## src/design/vpp_pkg.sv

```systemverilog
// Shared types, constants and helpers for the vertex perspective projection core.
// No dependencies; imported by every module of the block.
package vpp_pkg;

    localparam int FRAC_BITS = 16;
    localparam int NUM_W     = 32 + FRAC_BITS;   // magnitude of a numerator after scaling
    localparam int ADDR_W    = 5;

    typedef enum logic [2:0] {
        REG_CAMERA_X     = 3'd0,
        REG_CAMERA_Y     = 3'd1,
        REG_CAMERA_Z     = 3'd2,
        REG_X_SCALE      = 3'd3,
        REG_Y_SCALE      = 3'd4,
        REG_DEPTH_SCALE  = 3'd5,
        REG_DEPTH_OFFSET = 3'd6,
        REG_NONE         = 3'd7
    } t_reg_idx;

    typedef struct packed {
        logic [31:0] cam_x;
        logic [31:0] cam_y;
        logic [31:0] cam_z;
        logic [31:0] x_scale;
        logic [31:0] y_scale;
        logic [31:0] depth_scale;
        logic [31:0] depth_offset;
    } t_cfg;

    // one division lane: partial remainder, and numerator bits shifting out
    // while quotient bits shift in
    typedef struct packed {
        logic [31:0]      rem;
        logic [NUM_W-1:0] nq;
    } t_lane;

    typedef struct packed {
        logic            vld;
        t_lane [2:0]     lane;
        logic [31:0]     den;
        logic [2:0]      neg;     // quotient sign
        logic [2:0]      num_neg; // numerator sign, for the zero-W case
        logic [2:0]      num_zero;
        logic [31:0]     w;
        logic            dz;
        logic            ov;
    } t_cell;

    localparam logic signed [63:0] MAX64 = 64'sd2147483647;
    localparam logic signed [63:0] MIN64 = -64'sd2147483648;

    // {saturated flag, value}
    function automatic logic [32:0] sat32(input logic signed [63:0] v);
        logic [32:0] r;
        if (v > MAX64) begin
            r = {1'b1, 32'h7fff_ffff};
        end else if (v < MIN64) begin
            r = {1'b1, 32'h8000_0000};
        end else begin
            r = {1'b0, v[31:0]};
        end
        return r;
    endfunction

    function automatic logic signed [63:0] sx64(input logic [31:0] v);
        return {{32{v[31]}}, v};
    endfunction

endpackage

```

## src/design/vpp_div_cell.sv

```systemverilog
// One restoring-division cell: resolves one quotient bit on all three lanes.
// Depends on vpp_pkg.
module vpp_div_cell (
    input  logic           i_clk,
    input  logic           i_rst_n,
    input  logic           i_en,
    input  vpp_pkg::t_cell i_cell,
    output vpp_pkg::t_cell o_cell
);
    import vpp_pkg::*;

    t_cell       r_cell, n_cell;
    logic [32:0] t;
    logic [32:0] d;

    always_comb begin
        n_cell = i_cell;
        d      = {1'b0, i_cell.den};
        t      = '0;
        for (int i = 0; i < 3; i++) begin
            t = {i_cell.lane[i].rem, i_cell.lane[i].nq[NUM_W-1]};
            if (t >= d) begin
                t = t - d;
                n_cell.lane[i].nq = {i_cell.lane[i].nq[NUM_W-2:0], 1'b1};
            end else begin
                n_cell.lane[i].nq = {i_cell.lane[i].nq[NUM_W-2:0], 1'b0};
            end
            n_cell.lane[i].rem = t[31:0];
        end
    end

    always_ff @(posedge i_clk) begin
        if (!i_rst_n) begin
            r_cell.vld <= 1'b0;
        end else if (i_en) begin
            r_cell.vld <= n_cell.vld;
        end
        if (i_en) begin
            r_cell.lane     <= n_cell.lane;
            r_cell.den      <= n_cell.den;
            r_cell.neg      <= n_cell.neg;
            r_cell.num_neg  <= n_cell.num_neg;
            r_cell.num_zero <= n_cell.num_zero;
            r_cell.w        <= n_cell.w;
            r_cell.dz       <= n_cell.dz;
            r_cell.ov       <= n_cell.ov;
        end
    end

    assign o_cell = r_cell;

endmodule
```

## config.mk

```make
export PLATFORM = sky130hd
export DESIGN_NAME = vpp_div_cell
export DESIGN_NICKNAME = d
export VERILOG_FILES = /design/src/design/vpp_pkg.sv /design/src/design/vpp_div_cell.sv
export SDC_FILE = /design/constraint.sdc
export NUM_CORES = 1
export LEC_CHECK = 0
export BUFFER_PORTS_ARGS = -buffer_cell sky130_fd_sc_hd__buf_2
export CORE_AREA = 2 2 249 251
export CTS_CLUSTER_SIZE = 8
export DETAILED_ROUTE_END_ITERATION = 16
export DIE_AREA = 0 0 251 253
export GPL_TIMING_DRIVEN = 0
export PLACE_DENSITY_LB_ADDON = 0.15
export SETUP_SLACK_MARGIN = 0.02
export SLEW_MARGIN = 20
export SYNTH_ARGS = -nofsm -noshare
export SYNTH_HDL_FRONTEND = slang
export SYNTH_SLANG_ARGS = --single-unit
```

## constraint.sdc

```tcl
create_clock -name i_clk -period 6.6 [get_ports i_clk]
set_clock_uncertainty 0.05 [all_clocks]
set_input_delay 1.32 -clock i_clk [delete_from_list [all_inputs] [get_ports i_clk]]
set_output_delay 1.32 -clock i_clk [all_outputs]
set_load 0.01 [all_outputs]
```

# Word level (Yosys, flattened, before mapping)
# Cells that the tools add are included.
# word_totals
input_bits	319
wordCells	26
ff_bits	316
# classes
order_cmp	3
addsub	3
mux	6
# op_table
cell	count
33-bit by 32-bit >= comparator with 1-bit output	3
32-bit 2-to-1 mux	3
32-bit subtractor	3
1-bit 2-to-1 mux	3

# Longest topological paths before layout
# depth
depth_word	2
depth_mapped	14

# Least setup slack after synthesis
# Ideal clock, no wire load.
# synth_timing
path_kind	in2reg
startpoint	in i_cell[202] in the netlist's numbering
endpoint	reg r_cell, in the netlist o_cell[227] (data pin)
arrival_ns	3.509
path_stages	12
t_required_ns	6.290
path_slack_ns	2.782
setup_ns	0.260
cell_sequence	inv_1 ha_1 fa_1 nor2b_1 o211ai_1 a21oi_1 o21ai_2 o311ai_2 a311o_1 a21oi_1 xnor2_1 mux2_2
# synth_lines
item	line_no	text
from (decl)	vpp_div_cell.sv:7	input vpp_pkg::t_cell i_cell,
to (decl)	vpp_div_cell.sv:12	t_cell r_cell, n_cell;

==> flow_summary_export.csv <==
group,metric,value,unit
drt,first_pass_iters,6,
placed_design,place_congestion,0.916,
synth,synth-async-reset-ratio,0,%
flow_run,max_cap_violations,0,
clocking,holdBufCountCts,0,
power,power.density,280,nW/um^2
worst_setup_path,r2r-start,"o_cell[315]",
drt,ant_nets,0,
synth,netlist_area,16000,sq um
min_path,hp-class,"reg -> reg",
synth,synth_edf_count,315,
power,power_frac_seq,42.0,%
clocking,tritoncts,"built",
final_layout,final_cell_mix,"642 x buf_2, 315 x edfxtp_1, 107 x nand2_1, 101 x a21oi_1, 96 x ha_1",
drt,routed_wl,69900,um
worst_setup_path,reg2reg_slack,5950,ps
worst_setup_path,startpoint,"i_cell[44]",
synth,ys_ff_latch,316,
timing,relSlewSlack,52.2,%
placed_design,hpwl,57700,um
drt,vias,13400,
clocking,clk_latency,550,ps
grt,antenna_found_initial,31,
floorplanning,initial_core_util,26.2,%
clocking,cts.clk_slew.worst_paths,50,ps
worst_setup_path,path_max_fanout,10,
grt,grt_pass1_vias,13300,
clocking,cts_resized,0,
drt,viasPerCell,4.81,
power,p_sw,1.77,mW
floorplanning,die_area,63500,sq um
power,switching_share,29.3,%
worst_setup_path,cp.arrival,4610,ps
clocking,cts_buffers,46,
worst_setup_path,crit_required,6800,ps
power,p_int,4.26,mW
placed_design,post_dp_cell_area,20200,sq um
synth,seq_area_frac_synth,59.4,%
floorplanning,fp-row-count,91,
timing,rsz0062_at_grt,"no",
timing,max_freq,227,MHz
clocking,htreeDepth,2,
worst_setup_path,critPathKind,"in -> reg",
drt,wire_per_inst,25.1,um
placed_design,io_buffers,634,
final_layout,nets,2396,
timing,min_period,4410,ps
synth,yosys_warnings,0,
synth,syn-num-nets,1711,
drt,drtIter0Drc,874,
worst_setup_path,startpoint_type,"primary input",
run_status,status,"completed",
timing,final-max-slew-violation-count,0,
synth,avgSynthCellArea,12.3,sq um
final_layout,syn_to_final_growth,34.6,%
clocking,cts_setup_buffers,0,
synth,synth.distinct_cells,79,
grt,grt_max_degree,97,
clocking,ctsRootBufferMaster,"clkbuf_16",
worst_setup_path,end_kind,"register",
grt,overflow,0,
timing,fin_crit_sh,66.9,%
timing,finalSetupViolCount,0,
timing,fin_ws,2190,ps
floorplanning,fp.dieH,253,um
floorplanning,core_area,61000,sq um
placed_design,placed_cells,2720,
final_layout,drive_gt1_share,37.4,%
power,p_total,6.03,mW
floorplanning,die_w,251,um
final_layout,layout.cells.non_filler,2789,
synth,synth_cells,1293,
timing,worst_pin_slew,718,ps
synth,synth-main-ff-cell,"edfxtp_1",
grt,grt_first_pass_wirelength,96600,um
final_layout,largest_reg_flops,316,
power,peakVddDrop,159,uV
power,p_leak,9.31,nW
clocking,cts_sinks,316,
final_layout,fin_area,21500,sq um
grt,track_usage,21.2,%
placed_design,dpl_worst_slack,1560,ps
floorplanning,io_pins,635,
clocking,cts_buffer_depth,3,
min_path,worstHoldStart,"o_cell[315]",
power,p_clk_share,36.0,%
power,p_comb_share,22.1,%
final_layout,layout_commonest_cell,"buf_2",
timing,hold_violations,0,
drt,drc,0,
-- cell usage after synthesis (3+ instances only) --
cell type    n  area, sq um
o211ai_1     9         67.6
clkbuf_1    26         97.6
a21boi_0     5         37.5
a221oi_1     3         26.3
o21ai_0     85          425
nand2b_1     7         43.8
buf_2        9         45.0
and3_1       9         56.3
xor2_1      35          307
nor2_1      71          267
nand3_1     20          100
edfxtp_1   315         9460
and2_1       9         56.3
nand2_1    107          402
o21bai_1    11         82.6
nor4_1       4         25.0
a21oi_2      4         35.0
o221ai_1     3         26.3
nand4_1     27          169
nor2b_1     12         75.1
fa_1         3         60.1
a22oi_1      3         22.5
a21o_1      49          368
mux2_2      11          124
o31ai_1      5         37.5
nor3_1      14         70.1
a211oi_1     6         45.0
ha_1        96         1200
o21ai_1     20          100
xnor2_1     44          385
a21oi_1    101          505
inv_1       68          255
o21a_1      17          128
buf_6        5         56.3
o31a_1       3         26.3
a31oi_1      7         43.8
mux2_4       4         60.1
clkbuf_2     4         20.0
o21ai_2      3         26.3
a211o_1      3         26.3
mux2i_1      3         30.0
-- path summary, 6_finish.rpt --
check                end  cells past startpoint
max reg2reg  o_cell[315]                      2
min reg2reg  o_cell[315]                      2
min          o_cell[315]                      2
max          o_cell[147]                     12
-- power by group through the flow --
stage          combinational, mW  sequential, mW  clock, mW
6_report                    1.33            2.53       2.17
5_1_grt                     1.45            2.55       2.32
4_1_cts                     1.35            2.53       2.24
3_5_place_dp                1.34            2.56          0
3_3_place_gp                1.34            2.59          0
2_1_floorplan              0.582            2.68          0
-- logic make-up after synthesis --
family,count (synthesis),synth area share [%]
fa+ha+maj,99,7.90
mux,18,1.34
simple gates,295,8.62
buf+inv,114,3.04
xor+xnor,79,4.33
compound gates,372,15.4
flops,316,59.4
-- per-stage QoR --
step	utilization [%]	TNS (ps)	hold WS, ps
6_report	35.2	0	487
2_1_floorplan	-	0	488
4_1_cts	35.2	0	491
3_3_place_gp	33.0	-185220	465
3_5_place_dp	33.1	0	467
5_1_grt	35.2	0	509
-- worst max-delay path: stages --
cell and delay (ps):
buf_2 210, inv_1 160, ha_1 330, nor2b_1 150, o2111ai_1 230, a31oi_1 180
o211ai_2 310, o21ai_2 140, and2_1 190, a21oi_2 460, clkbuf_1 600, o21ai_0 300
-- routing by layer --
metal	part of all wire, %	track usage, %	vias up	routed length (um)
li1	-	-	6229	-
met1	38	23.8	6521	26900
met2	52	39.3	495	36300
met3	7.0	5.99	122	4880
met4	2.2	5.14	36	1560
met5	0.32	0	-	222
-- cell type report --
cell class / count / area [sq um]
fillers: 6190 / 39500
repair buffers: 637 / 3270
inverters: 69 / 259
flip-flops and latches: 316 / 9480
multi-input cells: 863 / 6000
clock inverters: 6 / 46.3
plain buffers: 45 / 226
diodes: 4 / 10.0
clock buffers: 59 / 1220
well taps: 790 / 988
(Power assumes the default switching activity.)
